===== src/hw/rtl/idle_utilization_meter_assert.svh =====
// ----------------------------------------------------------------------------
// Assertion macros for the idle utilization meter
// Concurrent checks that vanish when SYNTHESIS is defined.
// ----------------------------------------------------------------------------
`ifndef IDLE_UTILIZATION_METER_ASSERT_SVH
`define IDLE_UTILIZATION_METER_ASSERT_SVH

`ifndef SYNTHESIS
// Property that must hold at every clock edge outside reset
`define IUM_ASSERT(label, clk, rst_n, prop) \
  label: assert property (@(posedge clk) disable iff (!rst_n) (prop)) \
    else $error("assertion failed: label");
// Implication checked in the same cycle
`define IUM_ASSERT_IMP(label, clk, rst_n, ante, cons) \
  label: assert property (@(posedge clk) disable iff (!rst_n) (ante) |-> (cons)) \
    else $error("assertion failed: label");
`else
`define IUM_ASSERT(label, clk, rst_n, prop)
`define IUM_ASSERT_IMP(label, clk, rst_n, ante, cons)
`endif

`endif


===== src/hw/rtl/ium_pkg.sv =====
// ----------------------------------------------------------------------------
// ium_pkg
// Shared types, codes and constants of the idle utilization meter.
// ----------------------------------------------------------------------------
package ium_pkg;

  localparam int unsigned RING_DEPTH_DEF   = 16;
  localparam int unsigned REPORT_SLOTS_DEF = 4;
  localparam logic [31:0] EMPTY_MARK       = 32'hFFFF_FFFF;
  localparam int unsigned CFG_IDX_W        = 3;

  // Configuration register indexes
  typedef enum logic [CFG_IDX_W-1:0] {
    REG_MULT_FIRST  = 3'd0,
    REG_MULT_SECOND = 3'd1,
    REG_DIVISOR     = 3'd2,
    REG_DIAG_MASK   = 3'd3,
    REG_MARKS       = 3'd4,
    REG_FULL_SCALE  = 3'd5
  } cfg_reg_e;

  // Input item kinds
  typedef enum logic [1:0] {
    KIND_IDLE_TICK = 2'd0,
    KIND_SYNC_MARK = 2'd1,
    KIND_QUERY     = 2'd2,
    KIND_REPORT    = 2'd3
  } in_kind_e;

  // Result kinds
  typedef enum logic {
    RES_UTIL   = 1'b0,
    RES_REPORT = 1'b1
  } res_kind_e;

  // Shared arithmetic unit operations
  typedef enum logic {
    AR_MUL = 1'b0,
    AR_DIV = 1'b1
  } arith_op_e;

  typedef struct packed {
    logic      start;
    arith_op_e op;
  } arith_req_t;

  // Sequencer states
  typedef enum logic [3:0] {
    ST_IDLE,
    ST_Q_MUL1,
    ST_Q_WAIT1,
    ST_Q_DIV,
    ST_Q_WAITD,
    ST_Q_MUL2,
    ST_Q_WAIT2,
    ST_Q_OUT,
    ST_R_PREV,
    ST_R_PREV2,
    ST_R_RD,
    ST_R_DELTA,
    ST_B_RD,
    ST_B_CMP,
    ST_K_RD,
    ST_K_INS
  } seq_state_e;

endpackage


===== src/hw/rtl/ium_arith.sv =====
// ----------------------------------------------------------------------------
// ium_arith
// Shared arithmetic unit: 32x32 multiply (low word) into a result register and a
// restoring 32-step divider, one quotient bit per cycle.
// ----------------------------------------------------------------------------
module ium_arith import ium_pkg::*; (
  input  logic        clk_i,
  input  logic        rst_ni,
  input  arith_req_t  req_i,
  input  logic [31:0] a_i,
  input  logic [31:0] b_i,
  output logic        done_o,
  output logic [31:0] res_o
);

  logic        busy_q;
  logic [5:0]  cnt_q;
  logic [32:0] rem_q;
  logic [31:0] quo_q;
  logic [31:0] den_q;
  logic        done_q;
  logic [31:0] res_q;

  logic [63:0] prod;
  logic [32:0] rem_sh;
  logic        fits;
  logic [32:0] rem_nx;
  logic [31:0] quo_nx;

  // Multiply and one divider step
  always_comb begin
    prod   = a_i * b_i;
    rem_sh = {rem_q[31:0], quo_q[31]};
    fits   = rem_sh >= {1'b0, den_q};
    rem_nx = fits ? (rem_sh - {1'b0, den_q}) : rem_sh;
    quo_nx = {quo_q[30:0], fits};
  end

  // Start an operation or advance the divider
  always_ff @(posedge clk_i or negedge rst_ni) begin
    if (!rst_ni) begin
      busy_q <= 1'b0;
      cnt_q  <= '0;
      done_q <= 1'b0;
      rem_q  <= '0;
      quo_q  <= '0;
      den_q  <= '0;
      res_q  <= '0;
    end else begin
      done_q <= 1'b0;
      if (req_i.start) begin
        if (req_i.op == AR_MUL) begin
          res_q  <= prod[31:0];
          done_q <= 1'b1;
        end else begin
          rem_q  <= '0;
          quo_q  <= a_i;
          den_q  <= b_i;
          cnt_q  <= 6'd32;
          busy_q <= 1'b1;
        end
      end else if (busy_q) begin
        rem_q <= rem_nx;
        quo_q <= quo_nx;
        cnt_q <= cnt_q - 6'd1;
        if (cnt_q == 6'd1) begin
          busy_q <= 1'b0;
          done_q <= 1'b1;
          res_q  <= quo_nx;
        end
      end
    end
  end

  assign done_o = done_q;
  assign res_o  = res_q;

endmodule


===== src/hw/rtl/ium_ring.sv =====
// ----------------------------------------------------------------------------
// ium_ring
// Timestamp ring: one write port, one registered read port, per-entry valid
// bits so that never-written entries read as zero.
// ----------------------------------------------------------------------------
module ium_ring import ium_pkg::*; #(
  parameter int unsigned RingDepth = RING_DEPTH_DEF,
  localparam int unsigned AW = $clog2(RingDepth)
) (
  input  logic          clk_i,
  input  logic          rst_ni,
  input  logic          we_i,
  input  logic [AW-1:0] waddr_i,
  input  logic [31:0]   wdata_i,
  input  logic [AW-1:0] raddr_i,
  output logic [31:0]   rdata_o
);

  logic [31:0]          mem_q [RingDepth];
  logic [RingDepth-1:0] valid_q;
  logic [31:0]          rdata_q;

  // Store entries
  always_ff @(posedge clk_i) begin
    if (we_i) begin
      mem_q[waddr_i] <= wdata_i;
    end
    rdata_q <= valid_q[raddr_i] ? mem_q[raddr_i] : '0;
  end

  // Mark written entries
  always_ff @(posedge clk_i or negedge rst_ni) begin
    if (!rst_ni) begin
      valid_q <= '0;
    end else if (we_i) begin
      valid_q[waddr_i] <= 1'b1;
    end
  end

  assign rdata_o = rdata_q;

endmodule


===== src/hw/rtl/idle_utilization_meter.sv =====
// ----------------------------------------------------------------------------
// idle_utilization_meter
// Idle-count utilization meter: idle counter, sampling ring, interval latch,
// utilization query and delta histogram report over one shared arithmetic unit.
// ----------------------------------------------------------------------------
// Idle ticks and sync marks: accepted back to back while the sequencer is idle.
// Query: multiply, divide and multiply on the shared unit into the result
//   register; goes straight to the output when the divisor is zero.
// Report: one delta per ring entry, each matched against up to D distinct bins
//   by a scan of the bin memory (D = RingDepth), then ReportSlots results.
// Reset: asynchronous, registers take their defaults, counters and ring read 0.

`include "idle_utilization_meter_assert.svh"

module idle_utilization_meter import ium_pkg::*; #(
  parameter int unsigned RingDepth   = RING_DEPTH_DEF,
  parameter int unsigned ReportSlots = REPORT_SLOTS_DEF
) (
  input  logic                 clk_i,
  input  logic                 rst_ni,
  input  logic                 s_axis_tvalid,
  output logic                 s_axis_tready,
  input  logic [31:0]          s_axis_tdata,  // [31:0] timestamp
  input  logic [1:0]           s_axis_tuser,  // [1:0] kind
  output logic                 m_axis_tvalid,
  input  logic                 m_axis_tready,
  output logic [71:0]          m_axis_tdata,  // [31:0] utilization, [63:32] tick_delta,
                                              // [68:64] delta_count, rest zero
  output logic                 m_axis_tuser,  // [0] result_kind
  output logic                 m_axis_tlast,
  input  logic                 cfg_we_i,
  input  logic [CFG_IDX_W-1:0] cfg_idx_i,
  input  logic [31:0]          cfg_data_i
);

  localparam int unsigned AW = $clog2(RingDepth);
  localparam int unsigned NW = AW + 1;
  localparam int unsigned CW = $clog2(RingDepth + 1);
  localparam int unsigned SW = (ReportSlots > 1) ? $clog2(ReportSlots) : 1;
  localparam int unsigned OW = $clog2(ReportSlots + 1);

  // Configuration registers
  logic [31:0] mult_first_q, mult_second_q, divisor_q, diag_mask_q;
  logic [15:0] marks_q;
  logic [30:0] full_scale_q;

  always_ff @(posedge clk_i or negedge rst_ni) begin
    if (!rst_ni) begin
      mult_first_q  <= 32'd10000;
      mult_second_q <= 32'd1;
      divisor_q     <= 32'd1000000;
      diag_mask_q   <= 32'hFFFF_FFFF;
      marks_q       <= 16'd1;
      full_scale_q  <= 31'd10000;
    end else if (cfg_we_i) begin
      case (cfg_reg_e'(cfg_idx_i))
        REG_MULT_FIRST:  mult_first_q  <= cfg_data_i;
        REG_MULT_SECOND: mult_second_q <= cfg_data_i;
        REG_DIVISOR:     divisor_q     <= cfg_data_i;
        REG_DIAG_MASK:   diag_mask_q   <= cfg_data_i;
        REG_MARKS:       marks_q       <= cfg_data_i[15:0];
        REG_FULL_SCALE:  full_scale_q  <= cfg_data_i[30:0];
        default: ;
      endcase
    end
  end

  // Sequencer and datapath state
  seq_state_e state_q, state_d;

  logic [31:0]   idle_cnt_q, cnt_last_q, latched_q;
  logic [15:0]   mark_cnt_q;
  logic [AW-1:0] widx_q;
  logic [31:0]   prod_q, util_q, prev_q, d_q;
  logic [AW-1:0] i_q;
  logic [NW-1:0] j_q, k_q, nb_q;
  logic [CW-1:0] extra_q;
  logic [SW-1:0] s_q;
  logic [31:0]   top_val_q [ReportSlots];
  logic [CW-1:0] top_cnt_q [ReportSlots];

  // Output register
  logic        m_valid_q, m_last_q;
  logic        m_user_q;
  logic [71:0] m_data_q;

  // Shared unit
  arith_req_t  ar_req;
  logic [31:0] ar_a, ar_b, ar_res;
  logic        ar_done;

  ium_arith u_arith (
    .clk_i  (clk_i),
    .rst_ni (rst_ni),
    .req_i  (ar_req),
    .a_i    (ar_a),
    .b_i    (ar_b),
    .done_o (ar_done),
    .res_o  (ar_res)
  );

  // Ring
  logic          ring_we;
  logic [AW-1:0] ring_raddr;
  logic [31:0]   ring_rdata;

  ium_ring #(
    .RingDepth (RingDepth)
  ) u_ring (
    .clk_i   (clk_i),
    .rst_ni  (rst_ni),
    .we_i    (ring_we),
    .waddr_i (widx_q),
    .wdata_i (s_axis_tdata),
    .raddr_i (ring_raddr),
    .rdata_o (ring_rdata)
  );

  // Bin memory, one write port and one registered read port
  logic [31:0]   bin_val_mem [RingDepth];
  logic [CW-1:0] bin_cnt_mem [RingDepth];
  logic          bin_we;
  logic [AW-1:0] bin_waddr, bin_raddr;
  logic [31:0]   bin_wval, bin_rval;
  logic [CW-1:0] bin_wcnt, bin_rcnt;

  always_ff @(posedge clk_i) begin
    if (bin_we) begin
      bin_val_mem[bin_waddr] <= bin_wval;
      bin_cnt_mem[bin_waddr] <= bin_wcnt;
    end
    bin_rval <= bin_val_mem[bin_raddr];
    bin_rcnt <= bin_cnt_mem[bin_raddr];
  end

  // Handshake helpers
  logic in_acc, out_free, emit;
  in_kind_e in_kind;
  logic sample_hit, last_delta, bin_match;
  logic [15:0] mark_nx;

  assign in_acc   = s_axis_tvalid && s_axis_tready;
  assign in_kind  = in_kind_e'(s_axis_tuser);
  assign out_free = !m_valid_q || m_axis_tready;
  assign sample_hit = ((idle_cnt_q & diag_mask_q) == diag_mask_q) &&
                      (idle_cnt_q > diag_mask_q);
  assign mark_nx    = mark_cnt_q + 16'd1;
  assign last_delta = (i_q == AW'(RingDepth - 1));
  assign bin_match  = (bin_rval == d_q);
  assign s_axis_tready = (state_q == ST_IDLE);

  // Insert a bin into the sorted top list
  logic [OW-1:0] ord;
  logic [31:0]   ins_val [ReportSlots];
  logic [CW-1:0] ins_cnt [ReportSlots];

  always_comb begin
    ord = '0;
    for (int n = 0; n < ReportSlots; n++) begin
      ord = ord + OW'(top_val_q[n] < bin_rval);
    end
    for (int n = 0; n < ReportSlots; n++) begin
      if (OW'(n) < ord) begin
        ins_val[n] = top_val_q[n];
        ins_cnt[n] = top_cnt_q[n];
      end else if (OW'(n) == ord) begin
        ins_val[n] = bin_rval;
        ins_cnt[n] = bin_rcnt;
      end else begin
        ins_val[n] = top_val_q[(n > 0) ? n - 1 : 0];
        ins_cnt[n] = top_cnt_q[(n > 0) ? n - 1 : 0];
      end
    end
  end

  // Next state and control
  always_comb begin
    state_d    = state_q;
    ar_req     = '{start: 1'b0, op: AR_MUL};
    ar_a       = latched_q;
    ar_b       = mult_first_q;
    ring_we    = in_acc && (in_kind == KIND_IDLE_TICK) && sample_hit;
    ring_raddr = (state_q == ST_R_PREV) ? AW'(RingDepth - 1) : i_q;
    bin_raddr  = (state_q == ST_K_RD) ? k_q[AW-1:0] : j_q[AW-1:0];
    bin_we     = 1'b0;
    bin_waddr  = nb_q[AW-1:0];
    bin_wval   = d_q;
    bin_wcnt   = extra_q + CW'(1);
    emit       = 1'b0;
    case (state_q)
      ST_IDLE: begin
        if (in_acc) begin
          case (in_kind)
            KIND_QUERY:  state_d = (divisor_q == '0) ? ST_Q_OUT : ST_Q_MUL1;
            KIND_REPORT: state_d = ST_R_PREV;
            default: ;
          endcase
        end
      end
      ST_Q_MUL1: begin
        ar_req  = '{start: 1'b1, op: AR_MUL};
        state_d = ST_Q_WAIT1;
      end
      ST_Q_WAIT1: if (ar_done) state_d = ST_Q_DIV;
      ST_Q_DIV: begin
        ar_req  = '{start: 1'b1, op: AR_DIV};
        ar_a    = prod_q;
        ar_b    = divisor_q;
        state_d = ST_Q_WAITD;
      end
      ST_Q_WAITD: if (ar_done) state_d = ST_Q_MUL2;
      ST_Q_MUL2: begin
        ar_req  = '{start: 1'b1, op: AR_MUL};
        ar_a    = prod_q;
        ar_b    = mult_second_q;
        state_d = ST_Q_WAIT2;
      end
      ST_Q_WAIT2: if (ar_done) state_d = ST_Q_OUT;
      ST_Q_OUT: begin
        if (out_free) begin
          emit    = 1'b1;
          state_d = ST_IDLE;
        end
      end
      ST_R_PREV:  state_d = ST_R_PREV2;
      ST_R_PREV2: state_d = ST_R_RD;
      ST_R_RD:    state_d = ST_R_DELTA;
      ST_R_DELTA: state_d = ST_B_RD;
      ST_B_RD: begin
        if (j_q == nb_q) begin
          bin_we  = (d_q != EMPTY_MARK);
          state_d = last_delta ? ST_K_RD : ST_R_RD;
        end else begin
          state_d = ST_B_CMP;
        end
      end
      ST_B_CMP: begin
        if (bin_match) begin
          bin_we    = 1'b1;
          bin_waddr = j_q[AW-1:0];
          bin_wcnt  = bin_rcnt + CW'(1);
          state_d   = last_delta ? ST_K_RD : ST_R_RD;
        end else begin
          state_d = ST_B_RD;
        end
      end
      ST_K_RD: begin
        if (k_q == nb_q) begin
          if (out_free) begin
            emit    = 1'b1;
            state_d = (s_q == SW'(ReportSlots - 1)) ? ST_IDLE : ST_K_RD;
          end
        end else begin
          state_d = ST_K_INS;
        end
      end
      ST_K_INS: state_d = ST_K_RD;
      default:  state_d = ST_IDLE;
    endcase
  end

  // State register
  always_ff @(posedge clk_i or negedge rst_ni) begin
    if (!rst_ni) begin
      state_q <= ST_IDLE;
    end else begin
      state_q <= state_d;
    end
  end

  // Counters, meter state and report scratch
  always_ff @(posedge clk_i or negedge rst_ni) begin
    if (!rst_ni) begin
      idle_cnt_q <= '0;
      cnt_last_q <= '0;
      latched_q  <= '0;
      mark_cnt_q <= '0;
      widx_q     <= '0;
      prod_q     <= '0;
      util_q     <= '0;
      prev_q     <= '0;
      d_q        <= '0;
      i_q        <= '0;
      j_q        <= '0;
      k_q        <= '0;
      nb_q       <= '0;
      extra_q    <= '0;
      s_q        <= '0;
      for (int n = 0; n < ReportSlots; n++) begin
        top_val_q[n] <= EMPTY_MARK;
        top_cnt_q[n] <= '0;
      end
    end else begin
      case (state_q)
        ST_IDLE: begin
          if (in_acc) begin
            case (in_kind)
              KIND_IDLE_TICK: begin
                idle_cnt_q <= idle_cnt_q + 32'd1;
                if (sample_hit) begin
                  widx_q <= (widx_q == AW'(RingDepth - 1)) ? '0 : widx_q + AW'(1);
                end
              end
              KIND_SYNC_MARK: begin
                if (mark_nx >= marks_q) begin
                  latched_q  <= idle_cnt_q - cnt_last_q;
                  cnt_last_q <= idle_cnt_q;
                  mark_cnt_q <= '0;
                end else begin
                  mark_cnt_q <= mark_nx;
                end
              end
              KIND_QUERY: util_q <= '0;
              default: begin
                i_q     <= '0;
                k_q     <= '0;
                nb_q    <= '0;
                extra_q <= '0;
                s_q     <= '0;
                for (int n = 0; n < ReportSlots; n++) begin
                  top_val_q[n] <= EMPTY_MARK;
                  top_cnt_q[n] <= '0;
                end
              end
            endcase
          end
        end
        ST_Q_WAIT1, ST_Q_WAITD: if (ar_done) prod_q <= ar_res;
        ST_Q_WAIT2: if (ar_done) util_q <= {1'b0, full_scale_q} - ar_res;
        ST_R_PREV2: prev_q <= ring_rdata;
        ST_R_DELTA: begin
          d_q    <= ring_rdata - prev_q;
          prev_q <= ring_rdata;
          j_q    <= '0;
        end
        ST_B_RD: begin
          if (j_q == nb_q) begin
            if (d_q == EMPTY_MARK) begin
              extra_q <= extra_q + CW'(1);
            end else begin
              extra_q <= '0;
              nb_q    <= nb_q + NW'(1);
            end
            if (!last_delta) i_q <= i_q + AW'(1);
          end
        end
        ST_B_CMP: begin
          if (bin_match) begin
            if (!last_delta) i_q <= i_q + AW'(1);
          end else begin
            j_q <= j_q + NW'(1);
          end
        end
        ST_K_RD: if (emit) s_q <= s_q + SW'(1);
        ST_K_INS: begin
          k_q <= k_q + NW'(1);
          for (int n = 0; n < ReportSlots; n++) begin
            top_val_q[n] <= ins_val[n];
            top_cnt_q[n] <= ins_cnt[n];
          end
        end
        default: ;
      endcase
    end
  end

  // Output register: load a result, drop it when taken
  always_ff @(posedge clk_i or negedge rst_ni) begin
    if (!rst_ni) begin
      m_valid_q <= 1'b0;
      m_last_q  <= 1'b0;
      m_user_q  <= RES_UTIL;
      m_data_q  <= '0;
    end else if (emit) begin
      m_valid_q <= 1'b1;
      if (state_q == ST_Q_OUT) begin
        m_user_q <= RES_UTIL;
        m_last_q <= 1'b1;
        m_data_q <= {40'd0, util_q};
      end else begin
        m_user_q <= RES_REPORT;
        m_last_q <= (s_q == SW'(ReportSlots - 1));
        m_data_q <= {3'd0, 5'(top_cnt_q[s_q]), top_val_q[s_q], 32'd0};
      end
    end else if (m_axis_tready) begin
      m_valid_q <= 1'b0;
    end
  end

  assign m_axis_tvalid = m_valid_q;
  assign m_axis_tdata  = m_data_q;
  assign m_axis_tuser  = m_user_q;
  assign m_axis_tlast  = m_last_q;

  // Checks
  `IUM_ASSERT(a_nb_bound, clk_i, rst_ni, nb_q <= NW'(RingDepth))
  `IUM_ASSERT_IMP(a_scan_bound, clk_i, rst_ni, (state_q == ST_B_RD) || (state_q == ST_B_CMP), j_q <= nb_q)
  `IUM_ASSERT_IMP(a_done_wait, clk_i, rst_ni, ar_done, (state_q == ST_Q_WAIT1) || (state_q == ST_Q_WAITD) || (state_q == ST_Q_WAIT2))

endmodule

===== config.mk =====
export PLATFORM = sky130hd
export DESIGN_NAME = idle_utilization_meter
export DESIGN_NICKNAME = d
export VERILOG_FILES = /design/src/hw/rtl/ium_pkg.sv /design/src/hw/rtl/ium_arith.sv /design/src/hw/rtl/ium_ring.sv /design/src/hw/rtl/idle_utilization_meter.sv
export VERILOG_INCLUDE_DIRS = /design/src /design/src/hw/rtl
export SDC_FILE = /design/constraint.sdc
export NUM_CORES = 2
export LEC_CHECK = 0
export ABC_AREA = 1
export BUFFER_PORTS_ARGS = -buffer_cell sky130_fd_sc_hd__buf_2
export CAP_MARGIN = 20
export CORE_UTILIZATION = 55
export DETAILED_ROUTE_END_ITERATION = 8
export GPL_ROUTABILITY_DRIVEN = 0
export PLACE_DENSITY_LB_ADDON = 0.2
export RECOVER_POWER = 25
export REMOVE_ABC_BUFFERS = 1
export SLEW_MARGIN = 20
export SYNTH_ARGS = -nofsm -noshare
export SYNTH_HDL_FRONTEND = slang
export SYNTH_SLANG_ARGS = --single-unit

===== constraint.sdc =====
create_clock -name clk_i -period 10.55 [get_ports clk_i]
set_clock_uncertainty 0.2 [all_clocks]
set_input_delay 1.055 -clock clk_i [delete_from_list [all_inputs] [get_ports clk_i]]
set_output_delay 1.055 -clock clk_i [all_outputs]
set_load 0.02 [all_outputs]

After elaboration in Yosys (flattened, before gate mapping)
Memories as Yosys holds them, arrays and structs flattened. A register that Yosys moved wholly into a read port is not among the register bits.
Cells that the tools add are included.
- input bits: 74
- flip-flop bits (word level): 824
- RAM bits: 1104
- word-level logic and storage cells: 311
- memories: 3
- multiplexer cells: 119
- bitwise gates (word level): 3
- multipliers: 1
- $add $sub $neg: 18
- eq/ne operators: 57
- $lt $le $gt $ge: 15
- reduce and logical (&&, ||, !) cells: 53
- memory list (name ; depth ; width ; rd ports ; clocked after Yosys merged registers in ; write ports ; line ; text):
    bin_val_mem ; 16 ; 32 ; 1 ; 1 ; 1 ; idle_utilization_meter.sv:120 ; logic [31:0] bin_val_mem [RingDepth];
    u_ring.mem_q ; 16 ; 32 ; 1 ; 1 ; 1 ; ium_ring.sv:19 ; logic [31:0] mem_q [RingDepth];
    bin_cnt_mem ; 16 ; 5 ; 1 ; 1 ; 1 ; idle_utilization_meter.sv:121 ; logic [CW-1:0] bin_cnt_mem [RingDepth];
- operator list (cell ; number):
    two-way mux 32 bit ; 25
    two-way mux 128 bit ; 2
    one-hot mux 128 bit (2 select lines) ; 1
    less-than comparator 32 bit ; 4
    one-hot mux 32 bit (2 select lines) ; 2
    subtractor 32 bit ; 3
    two-way mux 5 bit ; 19
    two-way mux 4 bit ; 18
    two-way mux 69 bit ; 1
    binary-select mux 32 bit (select 2 bit) ; 1
    equality test 32 bit ; 2
    one-hot mux 4 bit (16 select lines) ; 1
    equality test 4 bit, second input constant ; 10
    two-way mux 20 bit ; 2
    one-hot mux 20 bit (2 select lines) ; 1
    one-hot mux 5 bit (2 select lines) ; 4
    greater-or-equal comparator 33 x 32 -> 1 bit ; 1
    adder 32 x 1 -> 32 bit, second input constant ; 1
    bitwise AND 32 bit ; 1
    equality test 32 bit, second input constant ; 1
    greater-than comparator 32 bit ; 1
    zero test 32 bit ; 1
    multiplier 32 x 32 -> 32 bit ; 1
    inequality test 32 bit, second input constant ; 1
    other kinds (60) ; 162

Longest topological paths before layout
- depth after elaboration: 8
- depth in mapped cells: 43
- depth with buffers taken out: 40

By module
From an unflattened synthesis, not the netlist that was laid out.
- cell total of the unflattened synthesis: 12726
- area, all modules: 112965.8 um2
- by module, submodules not included (module ; instances ; sequential area each (um2) ; cells an instance ; area each (um2)):
    idle_utilization_meter ; 1 ; 35482.8 ; 7167 ; 65012.4
    ium_arith ; 1 ; 3403.3 ; 3290 ; 24488.5
    ium_ring ; 1 ; 16415.7 ; 2269 ; 23465.0

Worst setup path after synthesis
No wires, ideal clock.
- path type: flip-flop to flip-flop
- start point: reg state_q[2]
- end point: reg u_arith.res_q[31] (netlist: u_arith.res_o[31])
- required time: 10.273 ns
- library setup time: 0.077 ns
- setup slack: 2.888 ns
- clock period less this slack: 7.662 ns
- stages on the path, launching flop included: 35
- arrival: 7.384 ns
- cell sequence: dfrtp_1 > nor2_1 > nand2_4 > nand2_8 > buf_6 > buf_4 > nand2_1 > o21ai_1 > clkbuf_1 > inv_1 > clkbuf_1 > nor2_1 > fa_1 > fa_1 > inv_1 > fa_1 > fa_1 > fa_1 > inv_1 > fa_1 > fa_1 > fa_1 > ha_1 > nand2_1 > nor2_1 > nand2_1 > o2111ai_1 > nor2_1 > nand3_1 > nand2_1 > inv_1 > nand3_1 > nand2_1 > nand2_1 > a21oi_1
- cells in the longest elaborated chain, start to end: 6
- ends and longest elaborated chain (element ; line ; text):
    start, declared ; idle_utilization_meter.sv:69 ; seq_state_e state_q, state_d;
    start signal, assigned ; idle_utilization_meter.sv:267 ; state_q <= state_d;
    equality test 4 x 3 -> 1 bit or equality test 4 x 2 -> 1 bit (tied branches) ; idle_utilization_meter.sv:190 ; case (state_q)
    OR reduction 2 bit (no source line) ; -- ;
    two-way mux 32 bit ; idle_utilization_meter.sv:190 ;
    multiplier 32 x 32 -> 32 bit ; ium_arith.sv:32 ; prod = a_i * b_i;
    two-way mux 32 bit ; ium_arith.sv:52 ; if (req_i.op == AR_MUL) begin
    two-way mux 32 bit ; ium_arith.sv:51 ; if (req_i.start) begin
    end signal, assigned ; ium_arith.sv:53 ; res_q <= prod[31:0];
    end signal, assigned ; ium_arith.sv:69 ; res_q <= quo_nx;
    end, declared ; ium_arith.sv:22 ; logic [31:0] res_q;
Several ways; a longest one is shown, not always the timed one. The select of a mux whose other input is x is not followed.
A chain may end at the register's enable or synchronous reset.

Final worst setup path
- start point: reg state_q[1]
- end point: reg u_arith.res_q[22] (netlist: u_arith.res_o[22])
Same word-level chain as after synthesis.

==> summary.txt <==
Initial Utilization: 0.555
Final setup viols: 0
Yosys reg bits: 1994
CP Launch Type: flip-flop
clock latency at the later pin of the worst-skew pair: 860 ps
top-area cell type share of the netlist area: 0.310
largest net degree at the start of global routing: 201
Root Buffer: clkbuf_16
area leader, netlist: edfxtp_1
Non-Filler Instances: 13700
Cells after Synth: 11000
Cell Area, Synth: 107000 µm²
Resize count post-CTS: 0
layout cells sized above 1: 0.0839
unrepaired setup endpoints after global routing: false
WL final: 332000 µm
top cells by area, synth: edfxtp_1, dfrtp_1, fa_1, o21ai_0, nand2_1
Avg Inst Size Synth: 9.75 µm²
most used cell, CP: fa_1
Post-Layout Inst Area: 117000 µm²
final worst slack: 667 ps
via count: 83700
CP endpoint kind: flip-flop
chip height: 443 µm
FFs w/ async S/R, synth: 0.412
Clock Sinks: 1994
count of final hold-check violations: 0
slew of the pin with the lowest slew margin: 5510 ps
Die Wd: 443 µm
failing checks: capacitance limit, slew limit
Num CTS Buffers: 201
# rows: 161
Area Overhead vs Synth: 9.54%
MaxCap Viol Count: 1
most common cell after layout, fill and taps aside: nand2_1
Wirelength per Cell: 24.3 µm
Yosys cell types: 74
drt pass-1 iters: 9
max-slew violations: 88
Worst EP required: 11130 ps
HP Class: reg -> reg
total placed instance area: 110000 µm²
max frequency: 101 MHz
Tcrit/Tclk final: 0.937
hold buffers post-CTS: 0
min Tclk post-route: 9880 ps
pre-CTS setup slack: 626 ps
Total Routing Usage GR: 0.336
vias in the first global route: 81900
CP max stage delay: 740 ps
H-Tree Depth: 4
die area: 196000 µm²
status: finished, violations left
post-detailed-route via-to-cell ratio: 6.13
clk slew on worst S/H paths: 60 ps
Setup Fix Bufs, Post-CTS: 0
deepest clock path buffer count: 3
# DRC: 0
final setup TNS: 0 ps
yosys warns: 0
core area: 193000 µm²
normalized max-slew margin: -2.67
Main synth FF type: edfxtp_1
starting DRC count in detailed routing: 9689
grt total ovfl: 0
kind of critical path: reg -> reg
register area share after synthesis: 0.517
Routed Antenna Nets: 0
DP Cell Count: 13300
Layout Nets: 11900
post-DP HPWL: 218000 µm
port bufs: 146
Worst Path Max Fanout: 73
Max stage delay cell, worst path: o21ai_4
CTS tree: yes
data arrival time of the worst path: 10460 ps
Ports: 150
global-route wire length before repair: 501000 µm
initial antenna violation count: 18
most frequent cells in the layout: nand2_1, o21ai_0, nor2_1
EDFF count, synth: 1104
kinds of logic (layout without fill, tap and decap cells):
kind of cell             count (synthesis)  count (layout)  synth area share
AND/OR/NAND/NOR                       3544            3544             0.135
other                                    1              10         0.0000350
adder cells (fa/ha/maj)                883             883             0.132
multiplexers                             4               4          0.000386
AO/OA/AOI/OAI                         2651            2651             0.141
flip-flops                            1994            1994             0.517
buffers and inverters                 1751            1902            0.0625
XOR/XNOR                               147             147            0.0120
layout make-up:
cell class	count	area, µm²
Clock buffer	287	5760
Fill cell	15800	75600
Antenna cell	7	17.5
Tap cell	2526	3160
Timing Repair Buffer	301	1930
Clock inverter	92	966
Multi-Input combinational cell	7232	45500
Inverter	1222	4600
Sequential cell	1994	55300
worst max-delay path: cells and delay by family, from the launching register on:
family / cells / cell delay [ps]
compound gates: 7 / 2230
xor+xnor: 1 / 210
fa+ha+maj: 9 / 3680
buf+inv: 7 / 1290
flops: 1 / 460
simple gates: 7 / 1650
synthesized netlist by cell type (all sizes together) (4+ instances only):
| cell type | count |
|---|---|
| a2111oi | 4 |
| nand3 | 284 |
| o31ai | 5 |
| dfrtp | 642 |
| a41oi | 33 |
| nor2 | 1326 |
| o22ai | 193 |
| buf | 63 |
| nor4 | 47 |
| xor2 | 88 |
| a31oi | 83 |
| nor3 | 54 |
| o21ai | 1449 |
| o211ai | 59 |
| clkbuf | 466 |
| clkinv | 15 |
| nand2 | 1692 |
| dfstp | 179 |
| fa | 413 |
| ha | 470 |
| or2 | 45 |
| dfxtp | 69 |
| o221ai | 186 |
| a32o | 39 |
| o21a | 16 |
| a211oi | 11 |
| nand3b | 17 |
| nand4 | 63 |
| inv | 1207 |
| a21oi | 508 |
| edfxtp | 1104 |
| o2111ai | 4 |
| o21bai | 10 |
| a22oi | 10 |
| xnor2 | 59 |
| a21boi | 14 |
| a21o | 15 |
state kept, by name (all words and copies together) (netlist names), 69 cells and up:
name and flops:
m_axis_tdata 69, u_ring.mem_q 512, bin_val_mem 512, bin_cnt_mem 80, top_val_q 128
path summary, 6_finish.rpt:
check                                       start                 to  slack [ps]  cells past startpoint
worst max-delay path                   state_q[1]  u_arith.res_o[22]         670                     31
worst min-delay path            u_ring.valid_q[9]  u_ring.valid_q[9]         260                      2
worst max register to register         state_q[1]  u_arith.res_o[22]         670                     31
worst min register to register  u_ring.valid_q[9]  u_ring.valid_q[9]         260                      2
max in group asynchronous                  rst_ni   mult_first_q[19]        4170                      3
min in group asynchronous                  rst_ni        bin_wval[5]        2010                      1
per-stage QoR:
step / utilization / hold WS, ps
final: 0.608 / 262
after global routing: 0.608 / 284
after CTS: 0.608 / 24.3
after detailed placement: 0.573 / 247
after global placement: 0.573 / 238
after floorplan: - / 228
metal layers:
| metal | GRT usage | part of all wire | wire length [µm] | vias to the layer above |
|---|---|---|---|---|
| met5 | 0 | 0.00022 | 72 | - |
| met4 | 0.172 | 0.058 | 19200 | 12 |
| met3 | 0.0763 | 0.10 | 34300 | 842 |
| met2 | 0.517 | 0.45 | 149000 | 4473 |
| met1 | 0.447 | 0.39 | 130000 | 41100 |
| li1 | - | - | - | 37300 |
Power is not shown: default switching activity piles up to over one toggle a cycle in this logic, so the estimate is an artifact.
